<file path="src/sv/atce_pkg.sv">
// ----------------------------------------------------------------------------
// atce_pkg
// shared constants, codes and types of the text console engine
// ----------------------------------------------------------------------------
package atce_pkg;

    localparam int COLUMNS         = 80;
    localparam int ROWS            = 25;
    localparam int TAB_WIDTH       = 8;
    localparam int MAX_PARAM_BYTES = 4;
    localparam int VALUE_MAX       = 9999;
    localparam int FIFO_DEPTH      = 4;

    localparam int COL_W  = 7;
    localparam int ROW_W  = 5;
    localparam int IDX_W  = 11;
    localparam int WORD_W = 16;
    localparam int VAL_W  = 14;
    localparam int SUM_W  = VAL_W + 1;
    localparam int MUL_W  = VAL_W + 4;
    localparam int PB_W   = $clog2(MAX_PARAM_BYTES + 1);

    localparam logic [7:0] ATTR_RESET = 8'h07;

    localparam logic [7:0] CH_TAB   = 8'h09;
    localparam logic [7:0] CH_NL    = 8'h0A;
    localparam logic [7:0] CH_BS    = 8'h08;
    localparam logic [7:0] CH_ESC   = 8'h1B;
    localparam logic [7:0] CH_SPACE = 8'h20;
    localparam logic [7:0] CH_CSI   = 8'h5B;
    localparam logic [7:0] CH_RIS   = 8'h63;
    localparam logic [7:0] CH_SEMI  = 8'h3B;
    localparam logic [7:0] CH_ZERO  = 8'h30;
    localparam logic [7:0] CH_NINE  = 8'h39;
    localparam logic [7:0] CH_CUU   = 8'h41;
    localparam logic [7:0] CH_CUD   = 8'h42;
    localparam logic [7:0] CH_CUF   = 8'h43;
    localparam logic [7:0] CH_CUB   = 8'h44;
    localparam logic [7:0] CH_CUP   = 8'h48;
    localparam logic [7:0] CH_SCP   = 8'h73;
    localparam logic [7:0] CH_RCP   = 8'h75;

    localparam int FL_BAD0 = 0;
    localparam int FL_BAD1 = 1;
    localparam int FL_ANY1 = 2;
    localparam int FL_ANY2 = 3;

    typedef enum logic [1:0] {
        ACT_CURSOR = 2'd0,
        ACT_WRITE  = 2'd1,
        ACT_SCROLL = 2'd2,
        ACT_CLEAR  = 2'd3
    } t_action;

    typedef enum logic [1:0] {
        MODE_NORMAL = 2'd0,
        MODE_ESC    = 2'd1,
        MODE_CSI    = 2'd2,
        MODE_BAD    = 2'd3
    } t_mode;

    typedef struct packed {
        t_action            action;
        logic [IDX_W-1:0]   cell_index;
        logic [WORD_W-1:0]  cell_word;
        logic [COL_W-1:0]   cursor_col;
        logic [ROW_W-1:0]   cursor_row;
        logic               last;
    } t_result;

    typedef struct packed {
        logic [1:0] count;
        t_result    first;
        t_result    second;
    } t_push;

endpackage

</file>
<file path="src/sv/atce_byte_if.sv">
// ----------------------------------------------------------------------------
// atce_byte_if
// input byte channel, valid/ready handshake
// ----------------------------------------------------------------------------
interface atce_byte_if;
    logic       valid;
    logic       ready;
    logic [7:0] byte_in;

    modport source (output valid, output byte_in, input ready);
    modport sink (input valid, input byte_in, output ready);
endinterface

</file>
<file path="src/sv/atce_result_if.sv">
// ----------------------------------------------------------------------------
// atce_result_if
// result channel, valid/ready handshake
// ----------------------------------------------------------------------------
interface atce_result_if;
    logic                         valid;
    logic                         ready;
    logic [1:0]                   action;
    logic [atce_pkg::IDX_W-1:0]   cell_index;
    logic [atce_pkg::WORD_W-1:0]  cell_word;
    logic [atce_pkg::COL_W-1:0]   cursor_col;
    logic [atce_pkg::ROW_W-1:0]   cursor_row;
    logic                         last;

    modport source (output valid, output action, output cell_index, output cell_word,
                    output cursor_col, output cursor_row, output last, input ready);
    modport sink (input valid, input action, input cell_index, input cell_word,
                  input cursor_col, input cursor_row, input last, output ready);
endinterface

</file>
<file path="src/sv/atce_core.sv">
// ----------------------------------------------------------------------------
// atce_core
// escape parser and cursor state; turns one byte into up to two results
// ----------------------------------------------------------------------------
module atce_core (
    input  logic                 i_clk,
    input  logic                 i_rst_n,
    input  logic                 i_fire,
    input  logic [7:0]           i_char,
    input  logic [7:0]           i_attr,
    output atce_pkg::t_push      o_push
);

    atce_pkg::t_mode r_mode, n_mode;

    logic [atce_pkg::COL_W-1:0] r_col, n_col, r_saved_col, n_saved_col;
    logic [atce_pkg::ROW_W-1:0] r_row, n_row, r_saved_row, n_saved_row;
    logic [atce_pkg::PB_W-1:0]  r_pb, n_pb;
    logic [1:0]                 r_argc, n_argc;
    logic [atce_pkg::VAL_W-1:0] r_first, n_first, r_second, n_second;
    logic [3:0]                 r_flags, n_flags;

    logic is_letter, is_digit, is_semi, none;
    logic [atce_pkg::WORD_W-1:0] blank;

    // plain byte path
    logic [7:0]                  pc;
    logic [5:0]                  pr;
    logic [atce_pkg::COL_W-1:0]  p_col;
    logic [atce_pkg::ROW_W-1:0]  p_row;
    logic                        p_wrote, p_scroll, p_silent;
    logic [atce_pkg::IDX_W-1:0]  p_idx;
    logic [atce_pkg::WORD_W-1:0] p_word;

    // final letter path
    logic                        s_move, s_save;
    logic [atce_pkg::COL_W-1:0]  s_col;
    logic [atce_pkg::ROW_W-1:0]  s_row;
    logic [atce_pkg::VAL_W-1:0]  x, y, cnt;
    logic [atce_pkg::SUM_W-1:0]  sum;

    // parameter byte path
    logic [1:0]                  t_argc;
    logic [atce_pkg::VAL_W-1:0]  t_first, t_second;
    logic [3:0]                  t_flags;
    logic [atce_pkg::MUL_W-1:0]  acc_first, acc_second;

    assign is_letter = (i_char inside {[8'h41:8'h5A], [8'h61:8'h7A]});
    assign is_digit  = (i_char inside {[atce_pkg::CH_ZERO:atce_pkg::CH_NINE]});
    assign is_semi   = (i_char == atce_pkg::CH_SEMI);
    assign none      = (r_pb == '0);
    assign blank     = {i_attr, atce_pkg::CH_SPACE};

    always_comb begin
        pc       = {1'b0, r_col};
        pr       = {1'b0, r_row};
        p_wrote  = 1'b0;
        p_scroll = 1'b0;
        p_silent = 1'b0;
        p_idx    = '0;
        p_word   = '0;
        if (i_char == atce_pkg::CH_TAB) begin
            pc = 8'(((32'(r_col) / atce_pkg::TAB_WIDTH) + 1) * atce_pkg::TAB_WIDTH);
        end else if (i_char == atce_pkg::CH_NL) begin
            pc = '0;
            pr = pr + 6'd1;
        end else if (i_char == atce_pkg::CH_BS) begin
            if (r_col == '0) begin
                p_silent = 1'b1;
            end else begin
                pc      = pc - 8'd1;
                p_idx   = atce_pkg::IDX_W'(32'(r_row) * atce_pkg::COLUMNS + 32'(r_col) - 1);
                p_word  = blank;
                p_wrote = 1'b1;
            end
        end else if (i_char >= atce_pkg::CH_SPACE) begin
            p_idx   = atce_pkg::IDX_W'(32'(r_row) * atce_pkg::COLUMNS + 32'(r_col));
            p_word  = {i_attr, i_char};
            p_wrote = 1'b1;
            pc      = pc + 8'd1;
        end
        if (pc >= 8'(atce_pkg::COLUMNS)) begin
            pc = '0;
            pr = pr + 6'd1;
        end
        if (pr >= 6'(atce_pkg::ROWS)) begin
            pr       = 6'(atce_pkg::ROWS - 1);
            p_scroll = 1'b1;
        end
        p_col = pc[atce_pkg::COL_W-1:0];
        p_row = pr[atce_pkg::ROW_W-1:0];
    end

    always_comb begin
        s_move = 1'b0;
        s_save = 1'b0;
        s_col  = r_col;
        s_row  = r_row;
        x      = '0;
        y      = '0;
        cnt    = none ? atce_pkg::VAL_W'(1) : r_first;
        sum    = '0;
        case (i_char)
            atce_pkg::CH_CUP: begin
                s_move = 1'b1;
                if (!none) begin
                    if (r_flags[atce_pkg::FL_BAD0]) begin
                        s_move = 1'b0;
                    end else begin
                        x = r_first;
                        if (r_argc != 2'd0 && r_flags[atce_pkg::FL_ANY1]) begin
                            if (r_flags[atce_pkg::FL_BAD1] || r_flags[atce_pkg::FL_ANY2]) begin
                                s_move = 1'b0;
                            end else begin
                                y = r_second;
                            end
                        end
                    end
                end
                if (s_move) begin
                    if (x < atce_pkg::VAL_W'(atce_pkg::COLUMNS)) begin
                        s_col = x[atce_pkg::COL_W-1:0];
                    end
                    if (y < atce_pkg::VAL_W'(atce_pkg::ROWS)) begin
                        s_row = y[atce_pkg::ROW_W-1:0];
                    end
                end
            end
            atce_pkg::CH_CUU, atce_pkg::CH_CUD, atce_pkg::CH_CUF, atce_pkg::CH_CUB: begin
                s_move = none || !(r_flags[atce_pkg::FL_BAD0] || r_flags[atce_pkg::FL_ANY1]);
                if (s_move) begin
                    if (i_char == atce_pkg::CH_CUU) begin
                        s_row = (cnt > atce_pkg::VAL_W'(r_row)) ? '0 :
                                atce_pkg::ROW_W'(atce_pkg::VAL_W'(r_row) - cnt);
                    end else if (i_char == atce_pkg::CH_CUD) begin
                        sum   = atce_pkg::SUM_W'(r_row) + atce_pkg::SUM_W'(cnt);
                        s_row = (sum > atce_pkg::SUM_W'(atce_pkg::ROWS - 1)) ?
                                atce_pkg::ROW_W'(atce_pkg::ROWS - 1) : atce_pkg::ROW_W'(sum);
                    end else if (i_char == atce_pkg::CH_CUF) begin
                        sum   = atce_pkg::SUM_W'(r_col) + atce_pkg::SUM_W'(cnt);
                        s_col = (sum > atce_pkg::SUM_W'(atce_pkg::COLUMNS - 1)) ?
                                atce_pkg::COL_W'(atce_pkg::COLUMNS - 1) : atce_pkg::COL_W'(sum);
                    end else begin
                        s_col = (cnt > atce_pkg::VAL_W'(r_col)) ? '0 :
                                atce_pkg::COL_W'(atce_pkg::VAL_W'(r_col) - cnt);
                    end
                end
            end
            atce_pkg::CH_SCP: begin
                s_save = none;
            end
            atce_pkg::CH_RCP: begin
                if (none) begin
                    s_move = 1'b1;
                    s_col  = r_saved_col;
                    s_row  = r_saved_row;
                end
            end
            default: begin
            end
        endcase
    end

    always_comb begin
        t_argc     = r_argc;
        t_first    = r_first;
        t_second   = r_second;
        t_flags    = r_flags;
        acc_first  = atce_pkg::MUL_W'(32'(r_first) * 10 + 32'(i_char[3:0]));
        acc_second = atce_pkg::MUL_W'(32'(r_second) * 10 + 32'(i_char[3:0]));
        if (r_argc >= 2'd2) begin
            t_flags[atce_pkg::FL_ANY2] = 1'b1;
            if (is_semi && r_argc < 2'd3) begin
                t_argc = r_argc + 2'd1;
            end
        end else if (r_argc == 2'd0) begin
            if (is_semi) begin
                if (none) begin
                    t_flags[atce_pkg::FL_BAD0] = 1'b1;
                end
                t_argc = 2'd1;
            end else if (is_digit) begin
                t_first = (acc_first > atce_pkg::MUL_W'(atce_pkg::VALUE_MAX)) ?
                          atce_pkg::VAL_W'(atce_pkg::VALUE_MAX) : atce_pkg::VAL_W'(acc_first);
            end else begin
                t_flags[atce_pkg::FL_BAD0] = 1'b1;
            end
        end else begin
            if (is_semi) begin
                if (!r_flags[atce_pkg::FL_ANY1]) begin
                    t_flags[atce_pkg::FL_BAD1] = 1'b1;
                end
                t_argc = 2'd2;
            end else if (is_digit) begin
                t_second = (acc_second > atce_pkg::MUL_W'(atce_pkg::VALUE_MAX)) ?
                           atce_pkg::VAL_W'(atce_pkg::VALUE_MAX) : atce_pkg::VAL_W'(acc_second);
            end else begin
                t_flags[atce_pkg::FL_BAD1] = 1'b1;
            end
            t_flags[atce_pkg::FL_ANY1] = 1'b1;
        end
    end

    // parser next state
    always_comb begin
        n_mode = r_mode;
        case (r_mode)
            atce_pkg::MODE_NORMAL: begin
                if (i_char == atce_pkg::CH_ESC) begin
                    n_mode = atce_pkg::MODE_ESC;
                end
            end
            atce_pkg::MODE_ESC: begin
                n_mode = (i_char == atce_pkg::CH_CSI) ? atce_pkg::MODE_CSI :
                                                         atce_pkg::MODE_NORMAL;
            end
            atce_pkg::MODE_CSI: begin
                if (is_letter) begin
                    n_mode = atce_pkg::MODE_NORMAL;
                end else if (32'(r_pb) >= atce_pkg::MAX_PARAM_BYTES) begin
                    n_mode = atce_pkg::MODE_BAD;
                end
            end
            atce_pkg::MODE_BAD: begin
                if (is_letter) begin
                    n_mode = atce_pkg::MODE_NORMAL;
                end
            end
            default: begin
                n_mode = atce_pkg::MODE_NORMAL;
            end
        endcase
    end

    // cursor, parameters and results
    always_comb begin
        n_col       = r_col;
        n_row       = r_row;
        n_saved_col = r_saved_col;
        n_saved_row = r_saved_row;
        n_pb        = r_pb;
        n_argc      = r_argc;
        n_first     = r_first;
        n_second    = r_second;
        n_flags     = r_flags;
        o_push      = '0;
        case (r_mode)
            atce_pkg::MODE_NORMAL, atce_pkg::MODE_ESC: begin
                if (r_mode == atce_pkg::MODE_NORMAL && i_char == atce_pkg::CH_ESC) begin
                    o_push.count = 2'd0;
                end else if (r_mode == atce_pkg::MODE_ESC && i_char == atce_pkg::CH_CSI) begin
                    n_pb     = '0;
                    n_argc   = '0;
                    n_first  = '0;
                    n_second = '0;
                    n_flags  = '0;
                end else if (r_mode == atce_pkg::MODE_ESC && i_char == atce_pkg::CH_RIS) begin
                    n_col                  = '0;
                    n_row                  = '0;
                    o_push.count           = 2'd1;
                    o_push.first.action    = atce_pkg::ACT_CLEAR;
                    o_push.first.cell_word = blank;
                end else if (!p_silent) begin
                    n_col = p_col;
                    n_row = p_row;
                    if (p_wrote) begin
                        o_push.first.action     = atce_pkg::ACT_WRITE;
                        o_push.first.cell_index = p_idx;
                        o_push.first.cell_word  = p_word;
                        o_push.second.action    = atce_pkg::ACT_SCROLL;
                        o_push.second.cell_word = blank;
                        o_push.count            = p_scroll ? 2'd2 : 2'd1;
                    end else if (p_scroll) begin
                        o_push.first.action    = atce_pkg::ACT_SCROLL;
                        o_push.first.cell_word = blank;
                        o_push.count           = 2'd1;
                    end else begin
                        o_push.first.action = atce_pkg::ACT_CURSOR;
                        o_push.count        = 2'd1;
                    end
                end
            end
            atce_pkg::MODE_CSI: begin
                if (is_letter) begin
                    n_col = s_col;
                    n_row = s_row;
                    if (s_save) begin
                        n_saved_col = r_col;
                        n_saved_row = r_row;
                    end
                    if (s_move) begin
                        o_push.first.action = atce_pkg::ACT_CURSOR;
                        o_push.count        = 2'd1;
                    end
                end else if (32'(r_pb) < atce_pkg::MAX_PARAM_BYTES) begin
                    n_argc   = t_argc;
                    n_first  = t_first;
                    n_second = t_second;
                    n_flags  = t_flags;
                    n_pb     = r_pb + atce_pkg::PB_W'(1);
                end
            end
            default: begin
            end
        endcase
        o_push.first.cursor_col  = n_col;
        o_push.first.cursor_row  = n_row;
        o_push.first.last        = (o_push.count == 2'd1);
        o_push.second.cursor_col = n_col;
        o_push.second.cursor_row = n_row;
        o_push.second.last       = 1'b1;
    end

    always_ff @(posedge i_clk) begin
        if (!i_rst_n) begin
            r_mode      <= atce_pkg::MODE_NORMAL;
            r_col       <= '0;
            r_row       <= '0;
            r_saved_col <= '0;
            r_saved_row <= '0;
            r_pb        <= '0;
            r_argc      <= '0;
            r_first     <= '0;
            r_second    <= '0;
            r_flags     <= '0;
        end else if (i_fire) begin
            r_mode      <= n_mode;
            r_col       <= n_col;
            r_row       <= n_row;
            r_saved_col <= n_saved_col;
            r_saved_row <= n_saved_row;
            r_pb        <= n_pb;
            r_argc      <= n_argc;
            r_first     <= n_first;
            r_second    <= n_second;
            r_flags     <= n_flags;
        end
    end

endmodule

</file>
<file path="src/sv/atce_result_fifo.sv">
// ----------------------------------------------------------------------------
// atce_result_fifo
// result register queue; takes up to two results a cycle, hands out one
// ----------------------------------------------------------------------------
module atce_result_fifo (
    input  logic                    i_clk,
    input  logic                    i_rst_n,
    input  atce_pkg::t_push         i_push,
    output logic                    o_room,
    atce_result_if.source           o_result
);

    localparam int PTR_W = $clog2(atce_pkg::FIFO_DEPTH);
    localparam int CNT_W = $clog2(atce_pkg::FIFO_DEPTH + 1);

    atce_pkg::t_result r_mem [atce_pkg::FIFO_DEPTH];
    logic [PTR_W-1:0]  r_wr, n_wr, r_rd, n_rd;
    logic [CNT_W-1:0]  r_count, n_count;
    logic              pop;
    atce_pkg::t_result head;

    assign pop    = o_result.valid && o_result.ready;
    assign o_room = (32'(r_count) <= atce_pkg::FIFO_DEPTH - 2);
    assign head   = r_mem[r_rd];

    assign o_result.valid      = (r_count != '0);
    assign o_result.action     = head.action;
    assign o_result.cell_index = head.cell_index;
    assign o_result.cell_word  = head.cell_word;
    assign o_result.cursor_col = head.cursor_col;
    assign o_result.cursor_row = head.cursor_row;
    assign o_result.last       = head.last;

    always_comb begin
        n_wr    = r_wr + PTR_W'(i_push.count);
        n_rd    = pop ? r_rd + PTR_W'(1) : r_rd;
        n_count = r_count + CNT_W'(i_push.count) - CNT_W'(pop);
    end

    always_ff @(posedge i_clk) begin
        if (i_push.count != 2'd0) begin
            r_mem[r_wr] <= i_push.first;
        end
        if (i_push.count == 2'd2) begin
            r_mem[PTR_W'(r_wr + PTR_W'(1))] <= i_push.second;
        end
    end

    always_ff @(posedge i_clk) begin
        if (!i_rst_n) begin
            r_wr    <= '0;
            r_rd    <= '0;
            r_count <= '0;
        end else begin
            r_wr    <= n_wr;
            r_rd    <= n_rd;
            r_count <= n_count;
        end
    end

endmodule

</file>
<file path="src/sv/ansi_text_console_engine.sv">
// ----------------------------------------------------------------------------
// ansi_text_console_engine
// byte stream to text screen cell writes, scrolls, clears and cursor moves
// ----------------------------------------------------------------------------
// i_byte carries one stream byte per transaction; o_result carries screen
// actions with the cursor position after the byte. A byte gives zero, one
// or two results; last marks the final one of a byte.
// i_cfg_we / i_cfg_data load the attribute byte (reset value 0x07); write it
// only while no byte is in flight.
// A byte is registered at acceptance, decoded once the result queue has
// room, and its results land in a four-entry result queue. Bytes are taken
// every cycle while the queue has two free entries. The queue hands out one
// result a cycle while the receiver is ready, so single-result bytes
// sustain one byte per cycle, while write-plus-scroll bytes put in two
// results for each one that leaves and fill the queue until intake stalls.
// When the receiver stalls, the queue fills and i_byte.ready drops; nothing
// is lost. Reset empties the queue, homes and clears the saved cursor and
// returns the parser to plain text.
// ----------------------------------------------------------------------------
module ansi_text_console_engine (
    input  logic          i_clk,
    input  logic          i_rst_n,
    input  logic          i_cfg_we,
    input  logic [7:0]    i_cfg_data,
    atce_byte_if.sink     i_byte,
    atce_result_if.source o_result
);

    logic            r_in_valid, n_in_valid;
    logic [7:0]      r_in_byte;
    logic [7:0]      r_attr;
    logic            room, fire, take;
    atce_pkg::t_push push;

    assign fire         = r_in_valid && room;
    assign i_byte.ready = !r_in_valid || fire;
    assign take         = i_byte.valid && i_byte.ready;

    always_comb begin
        n_in_valid = r_in_valid;
        if (take) begin
            n_in_valid = 1'b1;
        end else if (fire) begin
            n_in_valid = 1'b0;
        end
    end

    always_ff @(posedge i_clk) begin
        if (take) begin
            r_in_byte <= i_byte.byte_in;
        end
    end

    always_ff @(posedge i_clk) begin
        if (!i_rst_n) begin
            r_in_valid <= 1'b0;
            r_attr     <= atce_pkg::ATTR_RESET;
        end else begin
            r_in_valid <= n_in_valid;
            if (i_cfg_we) begin
                r_attr <= i_cfg_data;
            end
        end
    end

    atce_core u_core (
        .i_clk   (i_clk),
        .i_rst_n (i_rst_n),
        .i_fire  (fire),
        .i_char  (r_in_byte),
        .i_attr  (r_attr),
        .o_push  (push)
    );

    atce_result_fifo u_fifo (
        .i_clk    (i_clk),
        .i_rst_n  (i_rst_n),
        .i_push   (fire ? push : '0),
        .o_room   (room),
        .o_result (o_result)
    );

endmodule

</file>
<file path="src/flat_wrapper.sv">
// flat-port wrapper written by rule: the top's interface ports become plain ports
module ansi_text_console_engine_flat 
  (i_clk, i_rst_n, i_cfg_we, i_cfg_data, i_byte_valid, i_byte_byte_in, i_byte_ready, o_result_valid, o_result_action, o_result_cell_index, o_result_cell_word, o_result_cursor_col, o_result_cursor_row, o_result_last, o_result_ready);
  atce_byte_if i_byte_i ();
  atce_result_if o_result_i ();
  input  logic i_clk;
  input  logic i_rst_n;
  input  logic i_cfg_we;
  input  logic [7:0] i_cfg_data;
  input wire logic [$bits(i_byte_i.valid)-1:0] i_byte_valid;
  input wire logic [$bits(i_byte_i.byte_in)-1:0] i_byte_byte_in;
  output wire logic [$bits(i_byte_i.ready)-1:0] i_byte_ready;
  output wire logic [$bits(o_result_i.valid)-1:0] o_result_valid;
  output wire logic [$bits(o_result_i.action)-1:0] o_result_action;
  output wire logic [$bits(o_result_i.cell_index)-1:0] o_result_cell_index;
  output wire logic [$bits(o_result_i.cell_word)-1:0] o_result_cell_word;
  output wire logic [$bits(o_result_i.cursor_col)-1:0] o_result_cursor_col;
  output wire logic [$bits(o_result_i.cursor_row)-1:0] o_result_cursor_row;
  output wire logic [$bits(o_result_i.last)-1:0] o_result_last;
  input wire logic [$bits(o_result_i.ready)-1:0] o_result_ready;
  assign i_byte_i.valid = i_byte_valid;
  assign i_byte_i.byte_in = i_byte_byte_in;
  assign i_byte_ready = i_byte_i.ready;
  assign o_result_valid = o_result_i.valid;
  assign o_result_action = o_result_i.action;
  assign o_result_cell_index = o_result_i.cell_index;
  assign o_result_cell_word = o_result_i.cell_word;
  assign o_result_cursor_col = o_result_i.cursor_col;
  assign o_result_cursor_row = o_result_i.cursor_row;
  assign o_result_last = o_result_i.last;
  assign o_result_i.ready = o_result_ready;
  ansi_text_console_engine u_core (.i_clk(i_clk), .i_rst_n(i_rst_n), .i_cfg_we(i_cfg_we), .i_cfg_data(i_cfg_data), .i_byte(i_byte_i), .o_result(o_result_i));
endmodule
</file>
<file path="config.mk">
export PLATFORM = sky130hd
export DESIGN_NAME = ansi_text_console_engine_flat
export DESIGN_NICKNAME = d
export VERILOG_FILES = /design/src/sv/atce_pkg.sv /design/src/sv/atce_byte_if.sv /design/src/sv/atce_result_if.sv /design/src/sv/atce_core.sv /design/src/sv/atce_result_fifo.sv /design/src/sv/ansi_text_console_engine.sv /design/src/flat_wrapper.sv
export SDC_FILE = /design/constraint.sdc
export NUM_CORES = 1
export LEC_CHECK = 0
export CAP_MARGIN = 30
export CELL_PAD_IN_SITES_DETAIL_PLACEMENT = 0
export CELL_PAD_IN_SITES_GLOBAL_PLACEMENT = 2
export CORE_MARGIN = 1.5
export CORE_UTILIZATION = 37
export CTS_CLUSTER_DIAMETER = 100
export DETAILED_ROUTE_END_ITERATION = 6
export DONT_BUFFER_PORTS = 1
export PLACE_DENSITY_LB_ADDON = 0.12
export REMOVE_ABC_BUFFERS = 1
export SLEW_MARGIN = 0
export SYNTH_ARGS = -nofsm -noshare
export SYNTH_HDL_FRONTEND = slang
export SYNTH_SLANG_ARGS = --single-unit
</file>
<file path="constraint.sdc">
create_clock -name i_clk -period 4.9 [get_ports i_clk]
set_clock_uncertainty 0.2 [all_clocks]
set_input_delay 0.98 -clock i_clk [delete_from_list [all_inputs] [get_ports i_clk]]
set_output_delay 0.98 -clock i_clk [all_outputs]
set_load 0.02 [all_outputs]
</file>
==> results.json <==
{
  "critPathRequiredTime_ps": 5210,
  "gp_congestion": 0.906,
  "r2r_end": "u_core.u_core.r_second[4]",
  "pwr-share-seq": 0.401,
  "initial_core_util": 0.376,
  "die_h_um": 223,
  "status": "finished clean",
  "setup_tns_ps": 0,
  "cp_data_arrival_time_ps": 4900,
  "cp_slowest_cell": "or3b_2",
  "remaining_drc_errors": 0,
  "power.density_nw_per_um2": 310,
  "antennaDiodeCount": 0,
  "drt_iter0_drc": 1002,
  "fin_crit_sh": 0.937,
  "worstHoldPathType": "reg2reg",
  "holdWs_ps": 250,
  "final_layout_size_suffix_gt1_frac": 0.119,
  "rsz0062_at_grt": "false",
  "synth_edf_count": 100,
  "path_cells": "ha_1 > ha_1 > inv_1 > fa_1 > nor2b_1 > o21a_1 > o21a_1 > or4b_1 > a311oi_1 > nand3_1 > a21oi_1 > or3b_2 > nor3_2 > a32o_1",
  "max_stage_delay_ps": 590,
  "clk_latency_ps": 570,
  "drt_pre_antenna_iters": 5,
  "setup_viol_count_final": 0,
  "synthMuxAreaShare": 0.0634,
  "relSlewSlack": 0.295,
  "end_kind": "register",
  "yosysTopAreaCell": "dfxtp_1",
  "maxCapViolCount": 0,
  "nets": 2228,
  "io_buffers": 0,
  "clk_pin_slew_ps": 60,
  "synth_top_area_frac": 0.175,
  "period_needed_ps": 4590,
  "grt_pass1_vias": 15500,
  "critical_path_class": "reg2reg",
  "cts.htree.levels": 1,
  "hp-start": "u_core.u_fifo.r_mem[0][32]",
  "core_area_sq_um": 47800,
  "holdPathEnd": "u_core.u_fifo.r_mem[0][32]",
  "yosysMostFrequentCell": "nand2_1",
  "synth_commonest_cells": "nand2_1 (264), a21oi_1 (167), nor2_1 (161)",
  "dp_hpwl_um": 44200,
  "numCtsBuffers": 30,
  "switching_share": 0.308,
  "drt-wirelength-per-cell_um": 22.0,
  "finalPower_mw": 6.24,
  "grt_max_degree": 46,
  "placed_area_sq_um": 19100,
  "synth_area_sq_um": 18000,
  "reg2reg_depth": 14,
  "async_flop_share": 0,
  "rows": 80,
  "syn_inst": 2077,
  "clk_path_buf_depth": 3,
  "die_width_um": 223,
  "synthAdderAreaFrac": 0.0916,
  "max_freq_ghz": 0.218,
  "cts-root-buf": "clkbuf_16",
  "synth_cell_type_count": 91,
  "synth_area_leaders": "dfxtp_1 (17%), edfxtp_1 (17%), ha_1 (7.9%)",
  "syn_avg_cell_area_sq_um": 8.66,
  "grt.total_usage": 0.237,
  "synth_ff_type": "dfxtp_1",
  "finalHoldViolations": 0,
  "r2r_start": "u_core.u_core.r_second[1]",
  "seq_area_sq_um": 6150,
  "area_growth_pct": 11.9,
  "ys_seq_area_frac": 0.342,
  "vdd_drop_max_v": 0.000287,
  "crit_fanout": 10,
  "synth_top_family_by_area": "simple AND/OR/NAND/NOR gates",
  "critPathLaunchType": "register",
  "fin_area_sq_um": 20100,
  "r2r_slack_ps": 310,
  "synthSimpleGateAreaFrac": 0.219,
  "holdPathStages": 2,
  "multiInputGateArea_sq_um": 11100,
  "cts_hold_repair.buffers": 0,
  "maxSlewViolCount": 0,
  "ys_warn_count": 0,
  "antenna_found_initial": 1,
  "grt_overflow": 0,
  "synthXorXnorAreaFrac": 0.0370,
  "fillerInstances": 4847,
  "p_clk_frac": 0.374,
  "grt_pass1_wl_um": 92500,
  "num_vias": 15700,
  "ys_ff_latch": 257,
  "clock-sinks": 257,
  "detail-route-antenna-nets": 0,
  "cts_tree": "yes",
  "die-area_sq_um": 49900,
  "ios": 65,
  "routed_wl_um": 59800,
  "combPwrFrac": 0.225,
  "tightestPinTransition_ps": 1040,
  "switchingPower_mw": 1.92,
  "leakage_nw": 7.49,
  "synth_compound_area_frac": 0.203,
  "p_int_mw": 4.32,
  "avgViaCountPerCell": 5.76
}
==> cells in the final DEF (no fill, tap or decap), types with 63 or more instances in the layout <==
cell type,n
buf_4,104
a21oi_1,167
o21ai_0,101
nor2_1,161
nand3_1,69
dfxtp_1,155
inv_1,63
ha_1,114
edfxtp_1,100
nand2_1,264
==> what timing repair did <==
action	4_1_cts	5_1_grt
setup endpoints to repair	0	19
buffers inserted	0	1
gates resized for setup	0	6
==> state kept, by name, indices dropped and copies added, names as in the netlist, 3 cells and up, named ones only <==
name and count:
u_core.u_core.r_first 14, u_core.u_core.r_col 7, u_core.u_core.r_saved_col 7, u_core.u_core.r_pb 3, u_core.u_fifo.r_mem 168, u_core.u_core.r_saved_row 5
u_core.u_core.r_second 14, u_core.r_attr 8, u_core.u_core.r_row 5, u_core.r_in_byte 8, u_core.u_core.r_flags 4, u_core.u_fifo.r_count 3
==> logic make-up (layout without fill, tap and decap cells) <==
group	after synthesis	after routing
xor gates and xnor gates	76	76
DFF	257	257
AOI/OAI and AO/OA	553	553
and+or+nand+nor	804	804
adders and majority gates	125	125
buffers and inverters	201	229
muxes	61	61
==> power by group through the flow <==
stage / registers, mW / logic [mW] / clock network, mW
after detailed placement: 2.55 / 1.42 / 0
after floorplan: 2.56 / 0.907 / 0
after global routing: 2.52 / 1.52 / 2.46
after CTS: 2.51 / 1.42 / 2.39
final: 2.50 / 1.41 / 2.33
after global placement: 2.55 / 1.42 / 0
==> critical path, delay by kind of cell, from the launching register on <==
family / cells / cell delay [ps]
AND/OR/NAND/NOR: 5 / 1830
flip-flops: 1 / 510
buffers and inverters: 1 / 70
AO/OA/AOI/OAI: 5 / 1220
adder cells (fa/ha/maj): 3 / 710
==> worst max-delay path by stage <==
| stage | from | to |
|---|---|---|
| 6_report | u_core.u_core.r_second[1] | u_core.u_core.r_second[4] |
| 5_1_grt | u_core.r_in_byte[0] | u_core.u_fifo.r_mem[0][36] |
| 4_1_cts | u_core.u_core.r_pb[0] | u_core.u_fifo.r_mem[1][9] |
| 3_5_place_dp | u_core.u_core.r_pb[0] | u_core.u_fifo.r_mem[1][9] |
| 3_3_place_gp | u_core.u_core.r_pb[0] | u_core.u_fifo.r_mem[1][9] |
| 2_1_floorplan | u_core.r_in_byte[4] | u_core.u_fifo.r_mem[0][0] |
==> through the flow <==
stage,setup slack [ps],utilization,instances
after floorplan,-828,-,1943
after global placement,287,0.398,2663
after detailed placement,251,0.398,2664
after CTS,222,0.420,2719
after global routing,14.1,0.421,2720
final,309,0.421,2720
==> per-layer routing <==
| layer | vias up | wire length (um) | global-route usage |
|---|---|---|---|
| met2 | 350 | 28600 | 0.405 |
| met1 | 7616 | 27100 | 0.317 |
| met4 | 0 | 1410 | 0.0636 |
| li1 | 7609 | - | - |
| met5 | - | 0 | 0 |
| met3 | 90 | 2650 | 0.0279 |
==> layout make-up <==
cell class | instances | area share
Tap cell | 615 | 0.0382
Multi-Input combinational cell | 1619 | 0.550
Clock inverter | 12 | 0.00715
Sequential cell | 257 | 0.306
Clock buffer | 43 | 0.0443
Inverter | 67 | 0.0126
Timing Repair Buffer | 107 | 0.0418
Power figures use the tool's default switching activity.
